$ cat config.mk
export PLATFORM = sky130hd
export DESIGN_NAME = sixteen_bit_alu_with_excess_register
export DESIGN_NICKNAME = d
export VERILOG_FILES = /design/src/hw/rtl/sbalu_pkg.sv /design/src/hw/rtl/sixteen_bit_alu_with_excess_register.sv
export SDC_FILE = /design/constraint.sdc
export NUM_CORES = 1
export LEC_CHECK = 0
export BUFFER_PORTS_ARGS = -buffer_cell sky130_fd_sc_hd__buf_2
export CORE_MARGIN = 3
export CORE_UTILIZATION = 58
export CTS_BUF_LIST = sky130_fd_sc_hd__clkbuf_8
export CTS_CLUSTER_SIZE = 10
export DETAILED_ROUTE_END_ITERATION = 6
export PLACE_DENSITY_LB_ADDON = 0.12
export SETUP_SLACK_MARGIN = 0.02
export SLEW_MARGIN = 20
export SYNTH_ARGS = -nofsm -noshare
export SYNTH_HDL_FRONTEND = slang
export SYNTH_SLANG_ARGS = --single-unit
$ cat constraint.sdc
create_clock -name aclk -period 9.1 [get_ports aclk]
set_input_delay 0.455 -clock aclk [delete_from_list [all_inputs] [get_ports aclk]]
set_output_delay 0.455 -clock aclk [all_outputs]
set_load 0.05 [all_outputs]
$ cat src/hw/rtl/sbalu_pkg.sv
// Package for the sixteen-bit ALU with excess register.
// Holds opcodes, sequencer state type and iteration constants.
// No dependencies.
package sbalu_pkg;

    localparam int unsigned DataWidth = 16;
    localparam int unsigned OpWidth   = 5;

    localparam logic [OpWidth-1:0] OP_SET = 5'd0;
    localparam logic [OpWidth-1:0] OP_ADD = 5'd1;
    localparam logic [OpWidth-1:0] OP_SUB = 5'd2;
    localparam logic [OpWidth-1:0] OP_MUL = 5'd3;
    localparam logic [OpWidth-1:0] OP_MLI = 5'd4;
    localparam logic [OpWidth-1:0] OP_DIV = 5'd5;
    localparam logic [OpWidth-1:0] OP_DVI = 5'd6;
    localparam logic [OpWidth-1:0] OP_MOD = 5'd7;
    localparam logic [OpWidth-1:0] OP_MDI = 5'd8;
    localparam logic [OpWidth-1:0] OP_AND = 5'd9;
    localparam logic [OpWidth-1:0] OP_BOR = 5'd10;
    localparam logic [OpWidth-1:0] OP_XOR = 5'd11;
    localparam logic [OpWidth-1:0] OP_SHR = 5'd12;
    localparam logic [OpWidth-1:0] OP_ASR = 5'd13;
    localparam logic [OpWidth-1:0] OP_SHL = 5'd14;
    localparam logic [OpWidth-1:0] OP_ADX = 5'd15;
    localparam logic [OpWidth-1:0] OP_SBX = 5'd16;
    localparam logic [OpWidth-1:0] OP_IFB = 5'd17;
    localparam logic [OpWidth-1:0] OP_IFC = 5'd18;
    localparam logic [OpWidth-1:0] OP_IFE = 5'd19;
    localparam logic [OpWidth-1:0] OP_IFN = 5'd20;
    localparam logic [OpWidth-1:0] OP_IFG = 5'd21;
    localparam logic [OpWidth-1:0] OP_IFA = 5'd22;
    localparam logic [OpWidth-1:0] OP_IFL = 5'd23;
    localparam logic [OpWidth-1:0] OP_IFU = 5'd24;

    // pass counts minus one
    localparam logic [4:0] ITER_HALF = 5'd15;
    localparam logic [4:0] ITER_FULL = 5'd31;

    localparam logic [DataWidth-1:0] ALL_ONES = 16'hffff;

    typedef enum logic [1:0] {
        ST_IDLE,
        ST_CALC,
        ST_WRAP
    } alu_state_t;

endpackage

$ cat src/hw/rtl/sixteen_bit_alu_with_excess_register.sv
// Sixteen-bit ALU with excess register, top level.
// Depends on sbalu_pkg.
// Throughput: one word at a time; the 17-bit shared add/subtract unit runs
// 16 (multiply, modulo) or 32 (divide) passes; division or modulo by zero skips them.
// Reset (aresetn, synchronous): sequencer idle, output empty, EX and skip flag cleared.
module sixteen_bit_alu_with_excess_register (
    input  logic        aclk,
    input  logic        aresetn,
    input  logic        s_valid,
    output logic        s_ready,
    input  logic [4:0]  s_req_type,
    input  logic [15:0] s_b_value,
    input  logic [15:0] s_a_value,
    output logic        m_valid,
    input  logic        m_ready,
    output logic [15:0] m_result_value,
    output logic        m_write_back,
    output logic        m_was_skipped,
    output logic        m_test_passed,
    output logic [15:0] m_excess_out
);

    sbalu_pkg::alu_state_t state_reg, state_next;

    logic [4:0]  op_reg, op_next;
    logic [15:0] b_reg, b_next;
    logic [15:0] a_reg, a_next;
    logic [15:0] dvsr_reg, dvsr_next;
    logic [15:0] rem_reg, rem_next;
    logic [31:0] dq_reg, dq_next;
    logic [4:0]  cnt_reg, cnt_next;
    logic        neg_reg, neg_next;
    logic        skip_now_reg, skip_now_next;

    logic [15:0] excess_reg, excess_next;
    logic        skip_pending_reg, skip_pending_next;

    logic        out_valid_reg, out_valid_next;
    logic [15:0] out_res_reg, out_res_next;
    logic        out_wb_reg, out_wb_next;
    logic        out_skip_reg, out_skip_next;
    logic        out_pass_reg, out_pass_next;
    logic [15:0] out_ex_reg, out_ex_next;

    // shared add/subtract unit
    logic [16:0] add_x, add_y;
    logic        add_sub;
    logic [17:0] add_res;

    logic        is_mul, is_div, is_mod, is_signed_op;
    logic        in_skip, in_a_zero;
    logic [15:0] mag_b, mag_a;
    logic        commit;

    logic [15:0] w_res, w_ex;
    logic        w_wb, w_pass, w_cond;
    logic [31:0] prod, prod_s;
    logic [31:0] shr_v, asr_v, shl_v;
    logic [16:0] add_v;
    logic [17:0] adx_v, sbx_v;
    logic        sh_ge32;

    always_comb begin
        add_res = add_sub ? ({1'b0, add_x} - {1'b0, add_y})
                          : ({1'b0, add_x} + {1'b0, add_y});
    end

    always_comb begin
        is_mul = (s_req_type == sbalu_pkg::OP_MUL) || (s_req_type == sbalu_pkg::OP_MLI);
        is_div = (s_req_type == sbalu_pkg::OP_DIV) || (s_req_type == sbalu_pkg::OP_DVI);
        is_mod = (s_req_type == sbalu_pkg::OP_MOD) || (s_req_type == sbalu_pkg::OP_MDI);
        is_signed_op = (s_req_type == sbalu_pkg::OP_MLI) || (s_req_type == sbalu_pkg::OP_DVI)
                    || (s_req_type == sbalu_pkg::OP_MDI);
        in_skip   = skip_pending_reg;
        in_a_zero = (s_a_value == 16'h0);
        mag_b = (is_signed_op && s_b_value[15]) ? (16'h0 - s_b_value) : s_b_value;
        mag_a = (is_signed_op && s_a_value[15]) ? (16'h0 - s_a_value) : s_a_value;
    end

    // result formation for the word held in the operand registers
    always_comb begin
        prod   = {rem_reg, dq_reg[15:0]};
        prod_s = neg_reg ? (32'h0 - prod) : prod;
        sh_ge32 = |a_reg[15:5];
        shr_v = {b_reg, 16'h0} >> a_reg[4:0];
        asr_v = 32'($signed({b_reg, 16'h0}) >>> a_reg[4:0]);
        shl_v = {16'h0, b_reg} << a_reg[4:0];
        add_v = {1'b0, b_reg} + {1'b0, a_reg};
        adx_v = {2'b0, b_reg} + {2'b0, a_reg} + {2'b0, excess_reg};
        sbx_v = {2'b0, b_reg} - {2'b0, a_reg} + {2'b0, excess_reg};

        w_res  = 16'h0;
        w_ex   = excess_reg;
        w_wb   = 1'b0;
        w_pass = 1'b0;
        w_cond = 1'b0;
        unique case (op_reg)
            sbalu_pkg::OP_SET: begin
                w_wb = 1'b1; w_res = a_reg;
            end
            sbalu_pkg::OP_ADD: begin
                w_wb = 1'b1; w_res = add_v[15:0]; w_ex = {15'h0, add_v[16]};
            end
            sbalu_pkg::OP_SUB: begin
                w_wb = 1'b1; w_res = b_reg - a_reg;
                w_ex = (a_reg > b_reg) ? sbalu_pkg::ALL_ONES : 16'h0;
            end
            sbalu_pkg::OP_MUL, sbalu_pkg::OP_MLI: begin
                w_wb = 1'b1; w_res = prod_s[15:0]; w_ex = prod_s[31:16];
            end
            sbalu_pkg::OP_DIV, sbalu_pkg::OP_DVI: begin
                w_wb = 1'b1;
                if (a_reg == 16'h0) begin
                    w_res = 16'h0; w_ex = 16'h0;
                end else if (neg_reg) begin
                    w_res = 16'h0 - dq_reg[31:16]; w_ex = 16'h0 - dq_reg[15:0];
                end else begin
                    w_res = dq_reg[31:16]; w_ex = dq_reg[15:0];
                end
            end
            sbalu_pkg::OP_MOD, sbalu_pkg::OP_MDI: begin
                w_wb = 1'b1;
                if (a_reg == 16'h0) begin
                    w_res = 16'h0;
                end else begin
                    w_res = neg_reg ? (16'h0 - rem_reg) : rem_reg;
                end
            end
            sbalu_pkg::OP_AND: begin
                w_wb = 1'b1; w_res = b_reg & a_reg;
            end
            sbalu_pkg::OP_BOR: begin
                w_wb = 1'b1; w_res = b_reg | a_reg;
            end
            sbalu_pkg::OP_XOR: begin
                w_wb = 1'b1; w_res = b_reg ^ a_reg;
            end
            sbalu_pkg::OP_SHR: begin
                w_wb = 1'b1;
                w_res = sh_ge32 ? 16'h0 : shr_v[31:16];
                w_ex  = sh_ge32 ? 16'h0 : shr_v[15:0];
            end
            sbalu_pkg::OP_ASR: begin
                w_wb = 1'b1;
                w_res = sh_ge32 ? {16{b_reg[15]}} : asr_v[31:16];
                w_ex  = sh_ge32 ? {16{b_reg[15]}} : asr_v[15:0];
            end
            sbalu_pkg::OP_SHL: begin
                w_wb = 1'b1;
                w_res = sh_ge32 ? 16'h0 : shl_v[15:0];
                w_ex  = sh_ge32 ? 16'h0 : shl_v[31:16];
            end
            sbalu_pkg::OP_ADX: begin
                w_wb = 1'b1; w_res = adx_v[15:0];
                w_ex = {15'h0, |adx_v[17:16]};
            end
            sbalu_pkg::OP_SBX: begin
                w_wb = 1'b1; w_res = sbx_v[15:0];
                if (sbx_v[17]) begin
                    w_ex = sbalu_pkg::ALL_ONES;
                end else begin
                    w_ex = {15'h0, sbx_v[16]};
                end
            end
            sbalu_pkg::OP_IFB: begin
                w_cond = 1'b1; w_pass = |(b_reg & a_reg);
            end
            sbalu_pkg::OP_IFC: begin
                w_cond = 1'b1; w_pass = ~|(b_reg & a_reg);
            end
            sbalu_pkg::OP_IFE: begin
                w_cond = 1'b1; w_pass = (b_reg == a_reg);
            end
            sbalu_pkg::OP_IFN: begin
                w_cond = 1'b1; w_pass = (b_reg != a_reg);
            end
            sbalu_pkg::OP_IFG: begin
                w_cond = 1'b1; w_pass = (b_reg > a_reg);
            end
            sbalu_pkg::OP_IFA: begin
                w_cond = 1'b1; w_pass = ($signed(b_reg) > $signed(a_reg));
            end
            sbalu_pkg::OP_IFL: begin
                w_cond = 1'b1; w_pass = (b_reg < a_reg);
            end
            sbalu_pkg::OP_IFU: begin
                w_cond = 1'b1; w_pass = ($signed(b_reg) < $signed(a_reg));
            end
            default: begin
                w_res = 16'h0;
            end
        endcase
    end

    // sequencer and datapath next state
    always_comb begin
        state_next        = state_reg;
        op_next           = op_reg;
        b_next            = b_reg;
        a_next            = a_reg;
        dvsr_next         = dvsr_reg;
        rem_next          = rem_reg;
        dq_next           = dq_reg;
        cnt_next          = cnt_reg;
        neg_next          = neg_reg;
        skip_now_next     = skip_now_reg;
        excess_next       = excess_reg;
        skip_pending_next = skip_pending_reg;
        out_valid_next    = out_valid_reg;
        out_res_next      = out_res_reg;
        out_wb_next       = out_wb_reg;
        out_skip_next     = out_skip_reg;
        out_pass_next     = out_pass_reg;
        out_ex_next       = out_ex_reg;

        s_ready = (state_reg == sbalu_pkg::ST_IDLE);
        commit  = 1'b0;

        // multiply: conditional add of multiplicand; divide: trial subtract
        if (op_reg == sbalu_pkg::OP_MUL || op_reg == sbalu_pkg::OP_MLI) begin
            add_x   = {1'b0, rem_reg};
            add_y   = dq_reg[0] ? {1'b0, dvsr_reg} : 17'h0;
            add_sub = 1'b0;
        end else begin
            add_x   = {rem_reg, dq_reg[31]};
            add_y   = {1'b0, dvsr_reg};
            add_sub = 1'b1;
        end

        if (out_valid_reg && m_ready) begin
            out_valid_next = 1'b0;
        end

        unique case (state_reg)
            sbalu_pkg::ST_IDLE: begin
                if (s_valid) begin
                    op_next       = s_req_type;
                    b_next        = s_b_value;
                    a_next        = s_a_value;
                    dvsr_next     = mag_a;
                    rem_next      = 16'h0;
                    skip_now_next = in_skip;
                    if (is_mul) begin
                        dq_next  = {16'h0, mag_b};
                        neg_next = s_b_value[15] ^ s_a_value[15];
                        cnt_next = sbalu_pkg::ITER_HALF;
                    end else begin
                        dq_next  = {mag_b, 16'h0};
                        neg_next = is_mod ? s_b_value[15] : (s_b_value[15] ^ s_a_value[15]);
                        cnt_next = is_div ? sbalu_pkg::ITER_FULL : sbalu_pkg::ITER_HALF;
                    end
                    if (!is_signed_op) begin
                        neg_next = 1'b0;
                    end
                    if (!in_skip && (is_mul || ((is_div || is_mod) && !in_a_zero))) begin
                        state_next = sbalu_pkg::ST_CALC;
                    end else begin
                        state_next = sbalu_pkg::ST_WRAP;
                    end
                end
            end
            sbalu_pkg::ST_CALC: begin
                if (op_reg == sbalu_pkg::OP_MUL || op_reg == sbalu_pkg::OP_MLI) begin
                    rem_next = add_res[16:1];
                    dq_next  = {dq_reg[31:16], add_res[0], dq_reg[15:1]};
                end else if (add_res[17]) begin
                    rem_next = add_x[15:0];
                    dq_next  = {dq_reg[30:0], 1'b0};
                end else begin
                    rem_next = add_res[15:0];
                    dq_next  = {dq_reg[30:0], 1'b1};
                end
                cnt_next = cnt_reg - 5'd1;
                if (cnt_reg == 5'd0) begin
                    state_next = sbalu_pkg::ST_WRAP;
                end
            end
            sbalu_pkg::ST_WRAP: begin
                if (!out_valid_reg || m_ready) begin
                    commit         = 1'b1;
                    state_next     = sbalu_pkg::ST_IDLE;
                    out_valid_next = 1'b1;
                    if (skip_now_reg) begin
                        skip_pending_next = 1'b0;
                        out_res_next  = 16'h0;
                        out_wb_next   = 1'b0;
                        out_skip_next = 1'b1;
                        out_pass_next = 1'b0;
                        out_ex_next   = excess_reg;
                    end else begin
                        excess_next   = w_ex;
                        if (w_cond) begin
                            skip_pending_next = !w_pass;
                        end
                        out_res_next  = w_res;
                        out_wb_next   = w_wb;
                        out_skip_next = 1'b0;
                        out_pass_next = w_pass;
                        out_ex_next   = w_ex;
                    end
                end
            end
            default: begin
                state_next = sbalu_pkg::ST_IDLE;
            end
        endcase
    end

    always_ff @(posedge aclk) begin
        if (!aresetn) begin
            state_reg        <= sbalu_pkg::ST_IDLE;
            excess_reg       <= 16'h0;
            skip_pending_reg <= 1'b0;
            out_valid_reg    <= 1'b0;
        end else begin
            state_reg        <= state_next;
            excess_reg       <= excess_next;
            skip_pending_reg <= skip_pending_next;
            out_valid_reg    <= out_valid_next;
        end
    end

    always_ff @(posedge aclk) begin
        op_reg       <= op_next;
        b_reg        <= b_next;
        a_reg        <= a_next;
        dvsr_reg     <= dvsr_next;
        rem_reg      <= rem_next;
        dq_reg       <= dq_next;
        cnt_reg      <= cnt_next;
        neg_reg      <= neg_next;
        skip_now_reg <= skip_now_next;
        out_res_reg  <= out_res_next;
        out_wb_reg   <= out_wb_next;
        out_skip_reg <= out_skip_next;
        out_pass_reg <= out_pass_next;
        out_ex_reg   <= out_ex_next;
    end

    assign m_valid        = out_valid_reg;
    assign m_result_value = out_res_reg;
    assign m_write_back   = out_wb_reg;
    assign m_was_skipped  = out_skip_reg;
    assign m_test_passed  = out_pass_reg;
    assign m_excess_out   = out_ex_reg;

    // a skipped word carries no result and no test outcome
    assert property (@(posedge aclk) disable iff (!aresetn)
        m_valid && m_was_skipped |-> !m_write_back && !m_test_passed
                                     && (m_result_value == 16'h0))
        else $error("skipped word carries a result");

    // write-back and test outcome exclude each other
    assert property (@(posedge aclk) disable iff (!aresetn)
        m_valid |-> !(m_write_back && m_test_passed))
        else $error("write-back and test pass both set");

    // one word in flight: input closes after an accept
    assert property (@(posedge aclk) disable iff (!aresetn)
        s_valid && s_ready |=> !s_ready)
        else $error("input accepted while busy");

    // every committed word leaves EX visible on the output
    assert property (@(posedge aclk) disable iff (!aresetn)
        commit |=> m_valid && (m_excess_out == excess_reg))
        else $error("excess output out of step with EX");

endmodule

# Yosys cells after proc, flatten, opt, wreduce, memory -nomap -nowiden

Index checks and enable logic that the tools add are counted.

Reduce and logical (&&, ||, !) cells: 40
Shift operators: 3
Multiplexer cells: 53
$lt $le $gt $ge: 5
Add/sub/neg operators: 15
Divide/modulo/power cells: 0
Bitwise logic cells: 4
$mul: 0
Equal/unequal tests: 38

Operators by type and width:

| cell                  | number |
|---|---|
| $mux 16               | 22 |
| $pmux 16 s14          | 1 |
| $pmux 16 s9           | 1 |
| $mux 32               | 4 |
| $sub 1x16->16 const A | 5 |
| $pmux 32 s2           | 1 |
| $gt 16x16->1          | 3 |
| $eq 5x4->1 const B    | 9 |
| $eq 5x5->1 const B    | 9 |
| $eq 5x3->1 const B    | 8 |
| $add 17x17->18        | 2 |
| $add 16x16->17        | 2 |
| $logic_not 16->1      | 2 |
| $lt 16x16->1          | 2 |
| $pmux 16 s2           | 1 |
| $shl 16x5->32         | 1 |
| $shr 32x5->32         | 1 |
| $sshr 32x5->32        | 1 |
| $sub 1x32->32 const A | 1 |
| $add 17x16->18        | 1 |
| $mux 18               | 1 |
| $sub 17x17->18        | 1 |
| $mux 17               | 1 |
| $reduce_or 17->1      | 1 |
| other kinds (32)      | 77 |

Input port bits: 41
Register bits: 163
Bits in latches: 0
Memory bits (writable): 0
Memory bits (read-only): 0
Memories: 0

# Longest topological paths before layout

Depth after elaboration: 9
Depth in mapped cells: 25
Depth with buffers taken out: 20

# Least setup slack after synthesis

OpenSTA, ideal clock, no wires.

Path kind: register -> register
From: register op_reg[1]
To: register rem_reg[0] (data pin)
Setup time: 0.270 ns
Required time: 8.830 ns
Stages on the path, launching flop included: 26
Clock period less this slack: 5.583 ns
Arrival time: 5.313 ns
Setup slack: 3.517 ns
Buffers on the path: 6
Cell sequence: edfxtp_1 > clkbuf_1 > or3b_2 > a211o_1 > buf_2 > clkbuf_1 > clkbuf_1 > clkbuf_1 > o21ai_0 > ha_1 > o21ai_0 > nor2_1 > nand2_1 > nor3_1 > o21ai_0 > o31ai_1 > ha_1 > a21o_1 > a21oi_1 > o22ai_1 > o31ai_1 > mux2_2 > nor2_2 > buf_2 > mux2i_1 > a21oi_1

Word-level cells in the longest chain between the ends: 8

RTL lines:

| item                                             | line                                                                                     | text |
|---|---|---|
| from (decl)                                      | sixteen_bit_alu_with_excess_register.sv:25                                               | `logic [4:0] op_reg, op_next;` |
| from (signal assigned)                           | sixteen_bit_alu_with_excess_register.sv:324                                              | `op_reg <= op_next;` |
| $eq 5x2->1 or $eq 5x3->1 (tied branches)         | sixteen_bit_alu_with_excess_register.sv:220, sixteen_bit_alu_with_excess_register.sv:263 |  |
| $logic_or 1x1->1 *                               | sixteen_bit_alu_with_excess_register.sv:220, sixteen_bit_alu_with_excess_register.sv:263 |  |
| $mux 17 or $mux 16 (tied branches)               | sixteen_bit_alu_with_excess_register.sv:220                                              | `if (op_reg == sbalu_pkg::OP_MUL \|\| op_reg == sbalu_pkg::OP_MLI) begin` |
| $sub 17x17->18 or $add 17x17->18 (tied branches) | sixteen_bit_alu_with_excess_register.sv:64, sixteen_bit_alu_with_excess_register.sv:65   |  |
| $mux 18                                          | sixteen_bit_alu_with_excess_register.sv:64                                               | `add_res = add_sub ? ({1'b0, add_x} - {1'b0, add_y})` |
| $mux 16                                          | sixteen_bit_alu_with_excess_register.sv:266                                              | `end else if (add_res[17]) begin` |
| $mux 16 *                                        | sixteen_bit_alu_with_excess_register.sv:263                                              | `if (op_reg == sbalu_pkg::OP_MUL \|\| op_reg == sbalu_pkg::OP_MLI) begin` |
| $pmux 16 s2 *                                    | sixteen_bit_alu_with_excess_register.sv:234                                              | `unique case (state_reg)` |
| to (signal assigned)                             | sixteen_bit_alu_with_excess_register.sv:328                                              | `rem_reg <= rem_next;` |
| to (decl)                                        | sixteen_bit_alu_with_excess_register.sv:29                                               | `logic [15:0] rem_reg, rem_next;` |

Mark *: on every way between the ends. The rest lies on a longest branch, timed or not.
A chain may end at the register's enable or synchronous reset.

# Worst setup path in the final report

From: register op_reg[1]
To: register rem_reg[1] (data pin)

Same word-level chain as after synthesis.

==> flow_summary.ini <==
[outcome]
status = complete, but fails checks
violations = design-rule violations

[worst_setup_path]
r2r_cells = 20
crit_path_end_kind = flip-flop
r2r_end = rem_reg[1]
crit_path_start_kind = flip-flop
critPathKind = reg -> reg
worstPathMaxFanout = 60
worstPathRequired_ns = 9.32
r2r_start = op_reg[1]
cp.arrival_ns = 6.58
rrSetupSlack_ns = 2.74

[synth]
ys_types = 86
yosysTopAreaCellShare_pct = 24.3
syn_inst = 2111
seq_area_frac_synth_pct = 26.6
synth-edff-count = 142
yosysWarnings = 0
syn_area_per_cell_um2 = 8.31
synth_top_area_cell = edfxtp_1
syn-num-nets = 2280
synth_area_leaders = edfxtp_1 24%, ha_1 7.6%, nand2_1 4.8%
ys_ff_latch = 162
async_reset_ff_share_pct = 0
synth_area_mm2 = 0.0175
ys.flop_type = edfxtp_1

[detailed_routing]
dr.pass1.iters = 7
drc = 5
vias = 18100
wl_per_cell_um = 27.8
via_per_inst = 7.18
drt_iter0_markers = 2740
antenna_left = 0
wl_um = 70100

[die]
start_util_pct = 59.0
io_pins = 78
dieArea_mm2 = 0.0324
coreArea_mm2 = 0.0297
die_w_um = 180
fp.dieH_um = 180
rows = 63

[finish]
fin_nets = 2289
largest_register_ffs = 32
area_delta_synth_final_pct = 6.32
diodes = 0
drive_gt1_share_pct = 11.3

[sta]
setup_violations = 0
skew_ns = 0.0400
drv_slew = 0
max_slew.worst_pin.slew_ns = 1.28
finalCriticalPeriod_ns = 6.36
min_period_over_period_pct = 69.9
rsz0062_at_grt = no
hold_viol = 0
fin_setup_tns_ns = 0
whs_ns = 0.171
fmaxAchievable_mhz = 157
max_slew_margin_pct = 14.5

[power_and_ir_drop]
leakagePower_uw = 0.00718
clockPowerShare_pct = 19.8
p_int_uw = 1570
peakVddDrop_uv = 136
p_sw_uw = 1310
comb_power_share_pct = 45.8
p_per_area_mw_per_mm2 = 154
p_sw_share_pct = 45.5
pwr-share-seq_pct = 34.3

[clock_tree]
cts_tree = yes
cts_buffers = 17
cts_buffer_depth = 2
numClockSinks = 162
cts_resized = 0
htreeDepth = 4
cts-root-buf = clkbuf_8
clkTransAtPathRegs_ns = 0.14
clock_latency_ns = 0.51
post_cts_buffers = 0
postCtsHoldBufs = 0

[global_routing]
grt_usage_pct = 42.2
grt_overflow = 0
grt_max_degree = 65
grt_pass1_wl_um = 106000
antenna_found_initial = 1
grt_pass1_vias = 17200

[min_path]
hp-class = in -> reg
holdPathEnd = b_reg[14]
min_from = s_b_value[14]
hold_depth = 1

[placement]
io_buffers = 77
dp_hpwl_um = 54500
gp_congestion = 1.15

[job]
maxCapViolCount = 0
per-stage QoR:
step / worst slack (ns) / utilization (%) / cells / total power [µW] / instance area (µm²)
floorplan: 3.52 / - / 2111 / 1880 / 17500
global placement: 3.06 / 61.4 / 2491 / 2240 / 18200
detailed placement: 2.89 / 61.4 / 2491 / 2270 / 18200
CTS: 2.87 / 62.8 / 2523 / 2830 / 18600
global route: 2.32 / 62.8 / 2523 / 3010 / 18600
finish: 2.74 / 62.8 / 2523 / 2880 / 18600
worst max path at each step:
stage | end | startpoint | slack (ns) | cells after the start
after global placement | rem_reg[15] | op_reg[1] | 3.06 | 20
after CTS | rem_reg[1] | op_reg[1] | 2.87 | 20
after floorplan | rem_reg[0] | op_reg[1] | 3.52 | 25
final | rem_reg[1] | op_reg[1] | 2.74 | 20
after global routing | rem_reg[13] | op_reg[1] | 2.32 | 20
after detailed placement | rem_reg[1] | op_reg[1] | 2.89 | 20
routing by layer:
layer / share of wire (%) / track usage (%) / wire length, µm / vias up
met5: 0.019 / 0 / 13 / -
met4: 7.9 / 26.2 / 5570 / 2
met3: 11 / 10.1 / 7800 / 311
met2: 44 / 65.9 / 30800 / 1241
met1: 37 / 52.8 / 26000 / 8590
li1: - / - / - / 7980
power groups by stage:
stage | Sequential [µW] | Clock, µW | Combinational, µW
3_5_place_dp | 999 | 0 | 1270
6_report | 989 | 572 | 1320
3_3_place_gp | 996 | 0 | 1250
2_1_floorplan | 1000 | 0 | 873
5_1_grt | 995 | 601 | 1410
4_1_cts | 983 | 571 | 1280
Yosys cell counts (15+ instances only):
master,count
a211oi_1,35
a21o_1,24
a21oi_1,147
a22oi_1,28
a31oi_1,28
clkbuf_1,100
dfxtp_1,20
edfxtp_1,142
fa_1,21
ha_1,107
inv_1,81
mux2_2,21
mux2i_1,59
mux4_2,21
nand2_1,222
nand2b_1,24
nand3_1,37
nor2_1,197
nor2b_1,20
nor3_1,60
nor4_1,18
o211ai_1,15
o21a_1,24
o21ai_0,148
o221ai_1,17
o22ai_1,49
o31ai_1,29
or2_2,15
or3_1,19
xnor2_1,76
xor2_1,68
critical path: stages, from the launching register on:
cell and delay [ns]:
edfxtp_1 0.65, or3b_2 0.63, a211o_2 0.35, buf_4 0.30
o21ai_0 0.30, ha_1 0.30, o21ai_0 0.19, nor2_1 0.22
nand2_1 0.10, nor3_1 0.16, o21ai_0 0.10, o31ai_1 0.11
ha_1 0.33, a21o_1 0.21, a21oi_1 0.14, o22ai_1 0.12
o31ai_1 0.33, mux2_2 0.39, nor2_2 0.73, mux2i_1 0.31
a21oi_1 0.10
area by class of cell:
type	count	area, µm²
Timing Repair Buffer	113	656
Fill cell	2630	11100
Tap cell	390	488
Multi-Input combinational cell	1742	12100
Inverter	84	315
Sequential cell	162	4660
Clock inverter	14	164
Clock buffer	18	248
cells in the final DEF, fill, tap and decap left out, types with 68 or more instances in the layout:
cell type	count
xnor2_1	76
buf_2	77
a21oi_1	147
xor2_1	68
edfxtp_1	142
inv_1	81
nand2_1	222
ha_1	107
o21ai_0	148
nor2_1	196
kinds of logic (layout without fill, tap and decap cells):
kind of cell             after synthesis  in the layout  share of synthesized area (%)
multiplexers                         101            101                           7.41
adder cells (fa/ha/maj)              128            128                           10.0
buffers and inverters                207            229                           4.53
XOR/XNOR                             144            144                           7.19
AO/OA/AOI/OAI                        697            697                           26.6
flip-flops                           162            162                           26.6
AND/OR/NAND/NOR                      672            672                           17.7
(Power assumes the default switching activity.)
